File: src/rtl/sis_pkg.sv
// Shared constants and types for the stable insertion sorter.
`timescale 1ns / 1ps
package sis_pkg;

  localparam int CAPACITY     = 64;
  localparam int KEY_BITS     = 16;
  localparam int PAYLOAD_BITS = 16;
  localparam int REC_BITS     = KEY_BITS + PAYLOAD_BITS;
  localparam int TDATA_W      = ((REC_BITS + 7) / 8) * 8;

  typedef struct packed {
    logic                           valid;
    logic signed [KEY_BITS-1:0]     key;
    logic        [PAYLOAD_BITS-1:0] payload;
  } rec_t;

  typedef struct packed {
    logic ins;
    logic drain;
  } cell_ctrl_t;

endpackage

File: src/rtl/sis_cell.sv
// One cell of the insertion chain: holds one record, inserts, shifts or keeps it each cycle.
`timescale 1ns / 1ps
module sis_cell (
  input  logic               clk,
  input  logic               rst_n,
  input  sis_pkg::cell_ctrl_t ctrl,
  input  sis_pkg::rec_t      new_rec,
  input  sis_pkg::rec_t      left_rec,
  input  logic               left_gt,
  input  sis_pkg::rec_t      right_rec,
  output sis_pkg::rec_t      rec,
  output logic               gt
);
  import sis_pkg::*;

  logic                           valid_r, valid_nxt;
  logic signed [KEY_BITS-1:0]     key_r, key_nxt;
  logic        [PAYLOAD_BITS-1:0] payload_r, payload_nxt;

  assign rec.valid   = valid_r;
  assign rec.key     = key_r;
  assign rec.payload = payload_r;

  assign gt = !valid_r || (key_r > new_rec.key);

  always_comb begin
    valid_nxt   = valid_r;
    key_nxt     = key_r;
    payload_nxt = payload_r;
    if (ctrl.drain) begin
      valid_nxt   = right_rec.valid;
      key_nxt     = right_rec.key;
      payload_nxt = right_rec.payload;
    end else if (ctrl.ins && gt) begin
      if (left_gt) begin
        valid_nxt   = left_rec.valid;
        key_nxt     = left_rec.key;
        payload_nxt = left_rec.payload;
      end else begin
        valid_nxt   = 1'b1;
        key_nxt     = new_rec.key;
        payload_nxt = new_rec.payload;
      end
    end
  end

  always_ff @(posedge clk) begin
    if (!rst_n) begin
      valid_r <= 1'b0;
    end else begin
      valid_r <= valid_nxt;
    end
  end

  always_ff @(posedge clk) begin
    key_r     <= key_nxt;
    payload_r <= payload_nxt;
  end

endmodule

File: config.mk
export PLATFORM = sky130hd
export DESIGN_NAME = sis_cell
export DESIGN_NICKNAME = d
export VERILOG_FILES = /design/src/rtl/sis_pkg.sv /design/src/rtl/sis_cell.sv
export SDC_FILE = /design/constraint.sdc
export NUM_CORES = 1
export LEC_CHECK = 0
export BUFFER_PORTS_ARGS = -buffer_cell sky130_fd_sc_hd__buf_2
export CORE_ASPECT_RATIO = 0.9
export CORE_MARGIN = 4
export CORE_UTILIZATION = 46
export CTS_BUF_LIST = sky130_fd_sc_hd__clkbuf_8 sky130_fd_sc_hd__clkbuf_16
export DETAILED_ROUTE_END_ITERATION = 6
export PLACE_DENSITY = 0.95
export RECOVER_POWER = 50
export SETUP_SLACK_MARGIN = 0.15
export SLEW_MARGIN = 20
export SYNTH_ARGS = -nofsm -noshare
export SYNTH_HDL_FRONTEND = slang
export SYNTH_SLANG_ARGS = --single-unit
File: constraint.sdc
create_clock -name clk -period 5 [get_ports clk]
set_input_delay 0.25 -clock clk [delete_from_list [all_inputs] [get_ports clk]]
set_output_delay 0.25 -clock clk [all_outputs]
set_load 0.02 [all_outputs]
# [After elaboration in Yosys (flattened, before gate mapping)]
# Cells that the tools add are included.
[totals] register_bits=33 latchBits=0 ram_bits=0 mem_bits_ro=0 out_inout_bits=34 wordCells=17 mem_count=0
[op_classes] addsub=0 mul=0 div=0 n_lt_le_gt_ge=1 n_eq_ne=0 shift=0 n_mux=9 bitwise_logic=0 reduce_logical=4
[ops] operator="16-bit two-way mux" n=6
[ops] operator="16-bit > comparator" n=1
[ops] operator="1-bit two-way mux" n=3
[ops] operator="2-bit nonzero test" n=1
[ops] operator="1-bit logical AND" n=1
[ops] operator="1-bit logical NOT" n=1
[ops] operator="1-bit logical OR" n=1

# [Logic depth before layout (Yosys ltp)]
[depth] depth_word=5 mapped_depth=8 mapped_depth_nobuf=8

# [Worst setup path after synthesis]
# OpenSTA, ideal clock, no wires.
[synth_timing] path_type="register to register" start="register key_r[15]" end="register key_r[0], enable pin" arrival_ns=3.126 required_ns=4.612 slack_ns=1.487 path_stages_with_launch=8 n_path_buf=0 synth_period_minus_slack_ns=3.513 cell_sequence="edfxtp_1 ha_1 nand4_1 or4_1 a21o_1 and3_4 o31ai_2 a21o_1"
[synth_between] elab_chain_cells=4
[synth_lines] element="from (decl)" line="sis_cell.sv:17" source="logic signed [KEY_BITS-1:0] key_r, key_nxt;"
[synth_lines] element="from (signal assigned)" line="sis_cell.sv:56" source="key_r <= key_nxt;"
[synth_lines] element="16-bit > comparator" line="sis_cell.sv:24" source="assign gt = !valid_r || (key_r > new_rec.key);"
[synth_lines] element="1-bit logical OR" line="sis_cell.sv:24"
[synth_lines] element="via gt" line="sis_cell.sv:12" source="output logic gt"
[synth_lines] element="1-bit logical AND" line="sis_cell.sv:34" source="end else if (ctrl.ins && gt) begin"
[synth_lines] element="2-bit nonzero test (no source line)"
# The timed path passes the listed nets, and every way through them passes these cells.
# A chain may end at the register's enable or synchronous reset.

# [Worst setup path after layout]
[layout_timing] start="register key_r[15]" end="register key_r[10], enable pin"
[layout_between] elab_chain_cells=4
[layout_lines] element="16-bit > comparator" line="sis_cell.sv:24"
[layout_lines] element="1-bit logical OR" line="sis_cell.sv:24"
[layout_lines] element="1-bit logical AND" line="sis_cell.sv:34"
[layout_lines] element="2-bit nonzero test (no source line)"
# Every way passes these cells.

==> metrics.md <==
| Metric | Value |
|---|---|
| Vias in the first global route | 2019 |
| Area of the multi-input gates | 998 sq um |
| Final nets | 457 |
| Clk pin slew, worst setup/hold paths | 0.07 ns |
| Initial Util | 49.4% |
| Setup tns final | 0 ns |
| Max rail drop VDD | 201 uV |
| Mux contribution to synthesized area | 15.3% |
| Final-report max-slew violation count | 34 |
| Cell taking the most area after synthesis | edfxtp_1 |
| Antenna-violating nets left | 0 |
| Port Buffers | 136 |
| Worst setup EP type | register |
| Total clock sinks | 33 |
| CP startpoint | key_r[15]$_DFFE_PP_ |
| Setup Viol. Count Final | 0 |
| Latest clock arrival within the worst-skew pair | 0.28 ns |
| Max_slew headroom | -53.8% |
| Core area | 4240 sq um |
| Clk buf depth | 2 |
| Busiest grt layer | met2 |
| Drt wl/cell | 14.1 um |
| Die Area | 5690 sq um |
| Final Hold Fails | 0 |
| Yosys top cell area share | 45.9% |
| Period utilization | 64.4% |
| Simple-gate share of the synthesized area | 9.51% |
| CTS resizes | 0 |
| Leakage | 0.00142 uW |
| Power per standard cell area | 278 nW/um^2 |
| Mapped Cells | 205 |
| Vias after detailed routing | 1971 |
| CP max FO | 26 |
| Status | complete, but fails checks |
| Met3 global-route usage | 6.08% |
| Fill cell count | 375 |
| First-pass GRT wire length | 8650 um |
| Remaining DRCs | 0 |
| Overall routing resource usage | 19.3% |
| CP Launch Type | register |
| RSZ-0062 raised after global routing | no |
| H-tree depth | 2 |
| Setup Crit Path Kind | register to register |
| Pre-CTS setup slack | 1.81 ns |
| Beginning of the worst hold path | rst_n |
| Gpl congestion | 0.820 |
| Complex-gate fraction of the synthesized area | 13.3% |
| Most common cell after layout, fill and taps aside | buf_2 |
| Final setup margin | 1.78 ns |
| Clock Skew | 0.0120 ns |
| Post-CTS Hold Fix Bufs | 0 |
| Failing checks | max-capacitance violations, max-slew violations |
| Most frequent cells in the layout | buf_2 (102), nand2_1 (35), clkbuf_1 (34) |
| Setup bufs post-CTS | 0 |
| Ant. Diodes | 0 |
| FF+latch area | 981 sq um |
| GR Layer Usage met2 | 36.3% |
| DP HPWL | 4540 um |
| Largest family of logic cells by synthesized area | multiplexers |
| Final worst path period need | 3.22 ns |
| Worst reg2reg startpoint | key_r[15]$_DFFE_PP_ |
| Layout cells sized above 1 | 33.4% |
| Synthesized area | 2090 sq um |
| Largest net degree at the start of global routing | 67 |
| Antenna violations before repair | 0 |
| Top cells by area, synth | edfxtp_1 (46%), mux2i_1 (15%), ha_1 (9.6%) |
| Syn avg cell area | 10.2 sq um |
| Area Overhead vs Synth | 37.2% |
| Yosys warns | 0 |
| 1st-pass router iterations | 4 |
| CTS Root Cell | clkbuf_8 |
| Sequential-to-total area share from yosys stat | 46.9% |
| Met1 Track Usage GR | 21.2% |
| Die H | 72.0 um |
| Final Routed Wirelength | 5620 um |
| 1st-iter DRT viols | 70 |
| Syn Nets | 325 |
| Synth unique cells | 25 |
| Least-Margin Pin Slew | 2.31 ns |
| HP Class | input pin to register |
| GRT Residual Overflow | 0 |
| Worst Path Required | 4.94 ns |
| CTS tree | done |
| Adder-Cell Fraction of Synth Area | 9.57% |
| DIE WIDTH | 79.1 um |
| Xor/xnor cell area share of the yosys netlist | 0% |
| Max Clock Freq | 311 MHz |
| Maximum capacitance violations | 1 |
| Vias/cell | 4.95 |
| Arr. time, crit path | 3.15 ns |
| CTS Buf Count | 5 |
| Num rows | 22 |
| IO Count | 138 |
| #FFs+latches synth | 33 |
==> state kept, by name, summed over array words and instances, names as in the netlist <==
register   count
valid_r        1
key_r         16
payload_r     16
==> stage by stage <==
stage,total power (uW),hold WS [ns],cell area (sq um),cells,util [%]
global route,842,0.243,2870,398,67.7
detailed placement,575,0.527,2810,390,66.2
finish,798,0.248,2870,398,67.7
global placement,564,0.501,2810,390,66.2
CTS,812,0.242,2910,398,68.7
floorplan,483,0.388,2090,205,-
==> critical path, cell delays in order (launching register included) <==
cell      delay, ns
edfxtp_1       0.39
ha_1           0.35
nand4_1        0.18
or4_1          0.59
a21o_1         0.19
and3_4         0.17
o31ai_2        0.28
a21o_1         0.33
buf_4          0.39
==> cell families (layout without fill, tap and decap cells) <==
group	after synthesis	after routing
buffers and inverters	29	162
flip-flops	33	33
AO/OA/AOI/OAI	50	50
AND/OR/NAND/NOR	45	45
multiplexers	32	32
adder cells (fa/ha/maj)	16	16
==> synth_stat cells <==
| cell | count |
|---|---|
| o21a_1 | 1 |
| o21ai_1 | 17 |
| and3b_2 | 1 |
| nand2_1 | 35 |
| a21oi_1 | 5 |
| clkbuf_1 | 11 |
| a2bb2oi_1 | 1 |
| dfxtp_1 | 1 |
| o22ai_1 | 1 |
| mux2i_1 | 32 |
| o211ai_1 | 1 |
| edfxtp_1 | 32 |
| and3_4 | 1 |
| a31oi_1 | 3 |
| buf_4 | 1 |
| nor2_1 | 2 |
| inv_1 | 17 |
| o31ai_2 | 1 |
| nor2b_1 | 1 |
| or4_1 | 1 |
| nand4_1 | 3 |
| ha_1 | 16 |
| nand2_2 | 1 |
| o21ai_0 | 17 |
| a21o_1 | 3 |
==> final timing paths <==
check,to,slack (ns),depth (start not counted)
worst max-delay path,key_r[10]$_DFFE_PP_,1.78,8
worst min register to register,valid_r$_SDFFE_PN0P_,0.54,2
worst min-delay path,valid_r$_SDFFE_PN0P_,0.25,3
worst max register to register,key_r[10]$_DFFE_PP_,1.78,8
==> power breakdown <==
part           total (uW)  switching [uW]  internal (uW)  leakage (uW)
Clock                 238            93.3            145     0.0000570
Combinational         208             122           85.7       0.00102
Sequential            352            11.9            340      0.000339
==> routing by layer <==
layer / wire length, um / vias up / part of all wire (%)
li1: - / 1004 / -
met1: 2110 / 867 / 38
met2: 2920 / 90 / 52
met3: 486 / 10 / 8.7
met4: 100 / 0 / 1.8
met5: 0 / - / 0
==> final cells by class <==
type                            instances  share of cell area [%]
Multi-Input combinational cell        143                    34.8
Sequential cell                        33                    34.2
Timing Repair Buffer                  137                    22.5
Tap cell                               60                    2.62
Clock buffer                            5                    2.40
Inverter                               17                    2.22
Clock inverter                          3                    1.31
Note: power is estimated with default switching activity, not from simulation.
